<file path="config.mk">
export PLATFORM = sky130hd
export DESIGN_NAME = sample_block_sorter_top
export DESIGN_NICKNAME = d
export VERILOG_FILES = /design/src/design/sbs_pkg.sv /design/src/design/sbs_cell.sv /design/src/design/sample_block_sorter_top.sv
export SDC_FILE = /design/constraint.sdc
export NUM_CORES = 2
export LEC_CHECK = 0
export BUFFER_PORTS_ARGS = -buffer_cell sky130_fd_sc_hd__buf_2
export CAP_MARGIN = 30
export CORE_ASPECT_RATIO = 0.5
export CORE_MARGIN = 8
export CORE_UTILIZATION = 65
export CTS_BUF_LIST = sky130_fd_sc_hd__clkbuf_2
export DETAILED_ROUTE_END_ITERATION = 10
export HOLD_SLACK_MARGIN = 0.06
export PLACE_DENSITY = 0.82
export SLEW_MARGIN = 10
export SYNTH_ARGS = -nofsm -noshare
export SYNTH_HDL_FRONTEND = slang
export SYNTH_SLANG_ARGS = --single-unit
</file>
<file path="constraint.sdc">
create_clock -name clk -period 7.66 [get_ports clk]
set_input_delay 0.383 -clock clk [delete_from_list [all_inputs] [get_ports clk]]
set_output_delay 0.383 -clock clk [all_outputs]
set_load 0.02 [all_outputs]
</file>
<file path="src/design/sbs_pkg.sv">
package sbs_pkg;

  localparam int SAMPLE_W = 32;
  localparam int CAPACITY_DEFAULT = 32;

  typedef struct packed {
    logic signed [SAMPLE_W-1:0] sample_value;
    logic                       block_end;
  } sample_t;

  typedef struct packed {
    logic signed [SAMPLE_W-1:0] sorted_value;
    logic                       final_flag;
    logic                       overflow_flag;
  } result_t;

  // Broadcast to every cell of the chain on an insertion.
  typedef struct packed {
    logic                       load;
    logic signed [SAMPLE_W-1:0] key;
  } cell_ctl_t;

endpackage

</file>
<file path="src/design/sbs_cell.sv">
module sbs_cell (
  input  logic                                clk,
  input  sbs_pkg::cell_ctl_t                  ctl,
  input  logic                                occupied,
  input  logic                                left_gt,
  input  logic signed [sbs_pkg::SAMPLE_W-1:0] left_value,
  output logic signed [sbs_pkg::SAMPLE_W-1:0] value,
  output logic                                gt
);

  // An empty cell counts as larger than any key, so the chain's tail stays empty.
  assign gt = !occupied || (value > ctl.key);

  always_ff @(posedge clk) begin
    if (ctl.load && gt) begin
      if (left_gt) begin
        value <= left_value;
      end else begin
        value <= ctl.key;
      end
    end
  end

endmodule

</file>
<file path="src/design/sample_block_sorter_top.sv">
// Block sorter for signed Q16.16 samples, built as a chain of compare-and-shift cells.
//
// Input: an item (sample plus block_end) is taken at a clock edge where start is high
// and busy is low. While a block is loading, busy stays low and one item is taken
// every cycle; each sample is inserted into the chain in the cycle it is taken.
// Samples beyond CAPACITY are dropped and mark the block as overflowed.
// An item with block_end set is inserted too and then releases the block: busy rises
// and stays high until every held sample has been read out. The results follow one
// per cycle on result, each marked by result_valid for one cycle; once busy is set,
// each is read from the chain and registered. The last result carries final_flag.
// Busy falls as the final result is registered, so the next block may start while
// that result is shown. The drain rate is set by the single read port of the chain.
// Configuration: cfg_data is written to the order bit when cfg_write is high
// (0 ascending, 1 descending); the bit is sampled when block_end is taken.
// Reset empties the store, clears the overflow mark and selects ascending order.
// The receiver cannot stall: every result is shown for exactly one cycle.
module sample_block_sorter_top #(
  parameter int CAPACITY = sbs_pkg::CAPACITY_DEFAULT
) (
  input  logic             clk,
  input  logic             rst,
  input  logic             start,
  output logic             busy,
  input  sbs_pkg::sample_t sample,
  output logic             result_valid,
  output sbs_pkg::result_t result,
  input  logic             cfg_write,
  input  logic             cfg_data
);

  localparam int CW = $clog2(CAPACITY + 1);
  localparam int IW = $clog2(CAPACITY);

  logic                                descending;
  logic                                desc_sel;
  logic [CW-1:0]                       fill_count;
  logic [CW-1:0]                       drain_count;
  logic                                dropped_seen;
  logic                                accept;
  logic                                full;
  logic                                last_out;
  logic [CW-1:0]                       read_full;
  logic [IW-1:0]                       read_index;
  sbs_pkg::cell_ctl_t                  ctl;
  logic signed [sbs_pkg::SAMPLE_W-1:0] cell_value [CAPACITY];
  logic                                cell_gt [CAPACITY];

  assign accept   = start && !busy;
  assign full     = (fill_count == CW'(CAPACITY));
  assign ctl.load = accept && !full;
  assign ctl.key  = sample.sample_value;

  for (genvar i = 0; i < CAPACITY; i++) begin : g_cell
    logic                                occ;
    logic                                lgt;
    logic signed [sbs_pkg::SAMPLE_W-1:0] lval;
    assign occ = (CW'(i) < fill_count);
    if (i == 0) begin : g_head
      assign lgt  = 1'b0;
      assign lval = ctl.key;
    end else begin : g_body
      assign lgt  = cell_gt[i-1];
      assign lval = cell_value[i-1];
    end
    sbs_cell u_cell (
      .clk       (clk),
      .ctl       (ctl),
      .occupied  (occ),
      .left_gt   (lgt),
      .left_value(lval),
      .value     (cell_value[i]),
      .gt        (cell_gt[i])
    );
  end

  // The chain is kept ascending; descending output reads it from the top end.
  assign last_out   = (drain_count == (fill_count - CW'(1)));
  assign read_full  = desc_sel ? (fill_count - drain_count - CW'(1)) : drain_count;
  assign read_index = read_full[IW-1:0];

  always_ff @(posedge clk) begin
    if (rst) begin
      descending <= 1'b0;
    end else if (cfg_write) begin
      descending <= cfg_data;
    end
  end

  always_ff @(posedge clk) begin
    if (rst) begin
      busy         <= 1'b0;
      fill_count   <= '0;
      drain_count  <= '0;
      dropped_seen <= 1'b0;
      desc_sel     <= 1'b0;
      result_valid <= 1'b0;
    end else begin
      result_valid <= 1'b0;
      if (accept) begin
        if (!full) begin
          fill_count <= fill_count + CW'(1);
        end
        dropped_seen <= dropped_seen | full;
        if (sample.block_end) begin
          busy        <= 1'b1;
          desc_sel    <= descending;
          drain_count <= '0;
        end
      end else if (busy) begin
        result_valid <= 1'b1;
        drain_count  <= drain_count + CW'(1);
        if (last_out) begin
          busy         <= 1'b0;
          fill_count   <= '0;
          dropped_seen <= 1'b0;
        end
      end
    end
  end

  always_ff @(posedge clk) begin
    if (busy) begin
      result.sorted_value  <= cell_value[read_index];
      result.final_flag    <= last_out;
      result.overflow_flag <= dropped_seen;
    end
  end

endmodule

</file>
Word-level counts from Yosys, hierarchy flattened:

Cells that the tools add are included.

* register bits after elaboration: 1075
* bits in latches: 0
* RAM bits: 0
* ROM bits: 0
* bits of input ports: 38
* output and inout port bits: 36
* logic and storage cells: 275
* memories kept: 0

* $add $sub $neg: 5
* $mul: 0
* div/mod/pow operators: 0
* magnitude comparators: 65
* eq/ne operators: 4
* shift operators: 0
* muxes and demuxes: 50
* bitwise gates (word level): 2
* reductions and logical operators: 107

Operator list (number)
* two-way mux 32 bit: 33
* greater-than comparator 32 bit: 32
* binary-select mux 32 bit (select 5 bit): 1
* less-than comparator 5 x 6 -> 1 bit, first input constant: 16
* less-than comparator 4 x 6 -> 1 bit, first input constant: 8
* two-way mux 6 bit: 7
* logical AND 1 bit: 34
* zero test 1 bit: 34
* logical OR 1 bit: 32
* less-than comparator 3 x 6 -> 1 bit, first input constant: 4
* adder 6 x 1 -> 6 bit, second input constant: 2
* less-than comparator 1 x 6 -> 1 bit, first input constant: 2
* less-than comparator 2 x 6 -> 1 bit, first input constant: 2
* two-way mux 1 bit: 8
* == test 6 bit: 1
* == test 6 bit, second input constant: 1
* >= comparator 6 bit, second input constant: 1
* inverter 5 -> 6 bit: 1
* AND reduction 2 bit: 3
* subtractor 6 x 1 -> 6 bit, second input constant: 1
* two-way mux 5 bit: 1
* subtractor 5 x 1 -> 5 bit, second input constant: 1
* subtractor 5 bit: 1
* != test 2 bit, second input constant: 2
* other kinds (4): 5

Logic depth before layout (Yosys ltp):

* depth in word-level cells: 7
* gate-level depth with buffers: 13

Cells and area by module:

A second synthesis with hierarchy kept.

* cell total of the unflattened synthesis: 9174
* area total of the unflattened synthesis: 81354.3 µm²

Modules (own cells, without submodules)
* sbs_cell: times used 32, cells an instance 224, area each 2124.5 µm², seq. area each 960.9 µm²
* sample_block_sorter_top: times used 1, cells an instance 2006, area each 13369.1 µm², seq. area each 1361.3 µm²

Worst setup path before layout:

No wires, ideal clock.

* kind: input to register
* start point: input sample[32] (netlist bit)
* end point: register g_cell[25].u_cell.value[0] (netlist bit) (enable)
* library setup time: 0.502 ns
* arrival time: 5.765 ns
* path slack: 1.393 ns
* cell stages on the path: 9
* path buffers: 1
* cell sequence: clkbuf_1 > inv_1 > ha_1 > nand3_1 > nor4_1 > nand4_1 > or3_1 > o211a_1 > nor4_1

* longest elaborated chain between the ends: 3

Ends and longest elaborated chain
* from (decl): RTL line sample_block_sorter_top.sv:24 `input sbs_pkg::sample_t sample,`
* greater-than comparator 32 bit: RTL line sbs_cell.sv:12 `assign gt = !occupied || (value > ctl.key);`
* logical OR 1 bit: RTL line sbs_cell.sv:12
* logical AND 1 bit: RTL line sbs_cell.sv:15 `if (ctl.load && gt) begin`
* to (signal assigned): RTL line sbs_cell.sv:17 `value <= left_value;`
* to (signal assigned): RTL line sbs_cell.sv:19 `value <= ctl.key;`
* to (decl): RTL line sbs_cell.sv:7 `output logic signed [sbs_pkg::SAMPLE_W-1:0] value,`

No other way between the ends.
A chain may end at the register's enable or synchronous reset.

Worst setup path in the final report:

* start point: register fill_count[1]
* end point: register result[26] (netlist bit) (data pin)

* longest elaborated chain between the ends: 7

Ends and longest elaborated chain
* from (decl): RTL line sample_block_sorter_top.sv:36 `logic [CW-1:0] fill_count;`
* from (signal assigned): RTL line sample_block_sorter_top.sv:101 `fill_count <= fill_count + CW'(1);`
* subtractor 5 bit: RTL line sample_block_sorter_top.sv:78 `assign read_full = desc_sel ? (fill_count - drain_count - CW'(1)) : drain_count;`
* subtractor 5 x 1 -> 5 bit: RTL line sample_block_sorter_top.sv:78
* two-way mux 5 bit: RTL line sample_block_sorter_top.sv:78
* inverter 5 -> 6 bit (not written as such): RTL line sample_block_sorter_top.sv:123 `result.sorted_value <= cell_value[read_index];`
* binary-select mux 32 bit (select 5 bit): RTL line sample_block_sorter_top.sv:123
* two-way mux 32 bit (not written as such) (2 in series): RTL line sample_block_sorter_top.sv:123
* to (decl): RTL line sample_block_sorter_top.sv:26 `output sbs_pkg::result_t result,`

No other way between the ends. The select of a mux whose other input is x is not followed.

==> results.sh <==
export IMPL_status="complete, no violations"
export IMPL_num_rows=89
export IMPL_dieArea_um2=131200
export IMPL_start_kind="flop"
export IMPL_syn_cell_area_um2=77490
export IMPL_synth_flop_cell="edfxtp_1"
export IMPL_clk_pin_slew_ps=150
export IMPL_first_iter_violations=10840
export IMPL_cts_sink_count=1075
export IMPL_grt_usage_pct=39.90
export IMPL_antenna_left=0
export IMPL_yosysSeqAreaShare_pct=41.44
export IMPL_cts_tree="yes"
export IMPL_grt_pass1_vias=62570
export IMPL_yosysWarnings=0
export IMPL_boundaryPins=74
export IMPL_post_drt_wl_per_cell_um=29.97
export IMPL_avgSynthCellArea_um2=10.81
export IMPL_crit_arrival_ps=6840
export IMPL_seq_area_um2=32110
export IMPL_die_h_um=260.2
export IMPL_area_growth_syn_to_layout_pct=8.083
export IMPL_ys_ff_latch=1075
export IMPL_yosysUniqueCellTypes=77
export IMPL_worst_slew_pin_slew_ps=1228
export IMPL_holdWs_ps=194.0
export IMPL_crit_fanout=133
export IMPL_vdd_drop_max_mv=0.1489
export IMPL_drc=0
export IMPL_overflow=0
export IMPL_cp_end_kind="flop"
export IMPL_rsz0062_at_grt="no"
export IMPL_setup_viol=0
export IMPL_synth_edf_count=1058
export IMPL_first_pass_iters=9
export IMPL_min_period_ps=5331
export IMPL_hold_viol=0
export IMPL_worst_ep_required_time_ps=9170
export IMPL_start_util_pct=65.65
export IMPL_p_per_area_nw_per_um2=181.0
export IMPL_final_nets=8457
export IMPL_wl_met3_mm=52.75
export IMPL_vias=65930
export IMPL_routedLengthMet1_mm=99.48
export IMPL_antenna_found_initial=14
export IMPL_p_leak_nw=34.36
export IMPL_coreArea_um2=118000
export IMPL_htree_levels=5
export IMPL_io_buffer_count=73
export IMPL_dp_hpwl_mm=193.6
export IMPL_fin_util_pct=70.96
export IMPL_setup_tns_ps=0
export IMPL_slew_headroom_pct=17.86
export IMPL_clock_latency_ps=1780
export IMPL_slew_viol_final=0
export IMPL_power_mw=15.16
export IMPL_multi_input_area_um2=43800
export IMPL_grt_pass1_wl_mm=397.4
export IMPL_root_buffer="clkbuf_2"
export IMPL_cts_resized_gates=0
export IMPL_via_per_inst=7.207
export IMPL_holdCritPathClass="input pin to flop"
export IMPL_routed_wirelength_mm=274.2
export IMPL_cts_made_buffers=276
export IMPL_met2_length_mm=108.3
export IMPL_synthArstFlopShare_pct=0
export IMPL_maxCapViolCount=0
export IMPL_synth_nets=8239
export IMPL_syn_inst=7168
export IMPL_die_w_um=504.3
export IMPL_crit_type="flop to flop"
export IMPL_fmax_mhz=187.6
export IMPL_grt_start_max_net_pins=150
export IMPL_period_share_pct=69.59
export IMPL_cts_max_path_buffers=4
export IMPL_fillers=8467
export IMPL_fin_skew_ps=139.5
export IMPL_drive_above_1_share_pct=23.11
export IMPL_top_layer="met5"
export IMPL_gp_congestion=1.043
metrics by stage:
step                      cell area (um^2)  std cells  setup slack (ps)
after floorplan                      77490       7168              1393
after global placement               79960       8572              2266
after detailed placement             80360       8588              2229
after CTS                            83530       9122              2577
after global routing                 83730       9137              2462
final                                83760       9148              2329
cells in the final DEF, fill, tap and decap left out, types with 125 or more instances in the layout:
| cell type | instances |
|---|---|
| clkbuf_2 | 378 |
| nand3_1 | 328 |
| buf_4 | 145 |
| a311oi_1 | 128 |
| a31oi_1 | 137 |
| nand2_1 | 1213 |
| o21ai_0 | 125 |
| ha_1 | 1032 |
| a21oi_1 | 423 |
| edfxtp_1 | 1058 |
| and3_1 | 130 |
| mux2_2 | 1027 |
| nand4_1 | 217 |
flip-flops by register name (all words and copies together), names as in the netlist:
| register | flops |
|---|---|
| descending | 1 |
| result | 34 |
| desc_sel | 1 |
| g_cell.u_cell.value | 1024 |
| drain_count | 6 |
| dropped_seen | 1 |
| fill_count | 6 |
| busy | 1 |
| result_valid | 1 |
kinds of logic (layout without fill, tap and decap cells):
group	count (synthesis)	in the layout	share of synthesized area, %
AO/OA/AOI/OAI	1174	1174	9.746
XOR/XNOR	18	18	0.2034
adder cells (fa/ha/maj)	1033	1033	16.69
buffers and inverters	528	902	2.658
flip-flops	1075	1075	41.44
multiplexers	1105	1105	15.95
other	0	14	0
AND/OR/NAND/NOR	2235	2235	13.31
power breakdown:
group	internal, mW	switching [mW]
clock	1.37	2.65
sequential	7.07	0.489
combinational	1.35	2.23
total	9.79	5.37
layer usage:
layer  global-route usage (%)  up-vias
li1                         -    28010
met1                    53.23    31200
met2                    55.30     5742
met3                    18.56      974
met4                    17.55       10
met5                   0.7670        -
cell type report:
type | instances | share of cell area (%)
tap | 1592 | 2.378
clock buffer | 377 | 2.253
antenna | 14 | 0.04183
multi-input combinational | 5565 | 52.30
inverter | 113 | 0.5064
timing repair buffer | 355 | 3.853
clock inverter | 57 | 0.3286
sequential | 1075 | 38.34
cells in the mapped netlist (10+ instances only):
cell type	number	area [um^2]
nand2_1	1216	4564
edfxtp_1	1058	31770
ha_1	1032	12910
mux2_2	1028	11580
a21oi_1	436	2182
nand3_1	328	1642
clkbuf_1	321	1205
nand4_1	217	1358
a31oi_1	147	919.6
and3_1	130	813.3
a311oi_1	128	1121
o21ai_0	125	625.6
a21o_1	120	900.9
nor2_1	118	442.9
inv_1	113	424.2
mux2i_1	73	730.7
nor2b_1	56	350.3
buf_1	47	176.4
buf_2	44	220.2
o211ai_1	43	322.8
a211oi_1	35	262.8
nor4_1	33	206.5
nor3_1	29	145.1
nand2b_1	27	168.9
and4_1	25	219.0
a2111oi_0	21	183.9
o21a_1	19	142.6
dfxtp_1	17	340.3
a221o_1	16	160.2
xnor2_1	14	122.6
a221oi_1	11	96.34
o22ai_1	11	68.82
and2_1	10	62.56
or3_1	10	62.56
worst paths after layout:
path         cells past startpoint                       start  slack, ps                                  end
max reg2reg                      9  fill_count[1]$_SDFFE_PP0P_       2330                 result[26]$_DFFE_PP_
min                              3                   sample[3]        190  g_cell[9].u_cell.value[2]$_DFFE_PP_
max                              9  fill_count[1]$_SDFFE_PP0P_       2330                 result[26]$_DFFE_PP_
min reg2reg                      0   dropped_seen$_SDFFE_PP0P_        500                  result[0]$_DFFE_PP_
critical path, stage by stage (launching register included):
cell and delay [ps]:
dfxtp_1 850, inv_1 350, fa_1 710, a21o_4 640, buf_12 530, and3_1 270, a311oi_1 100, a31oi_1 640
mux2i_1 430, mux2_2 410
timing repair:
action                    in CTS  in global routing
setup buffers                  0                  0
hold endpoints to repair    1174                  0
hold buffers                 100                  0
Power figures use the tool's default switching activity.
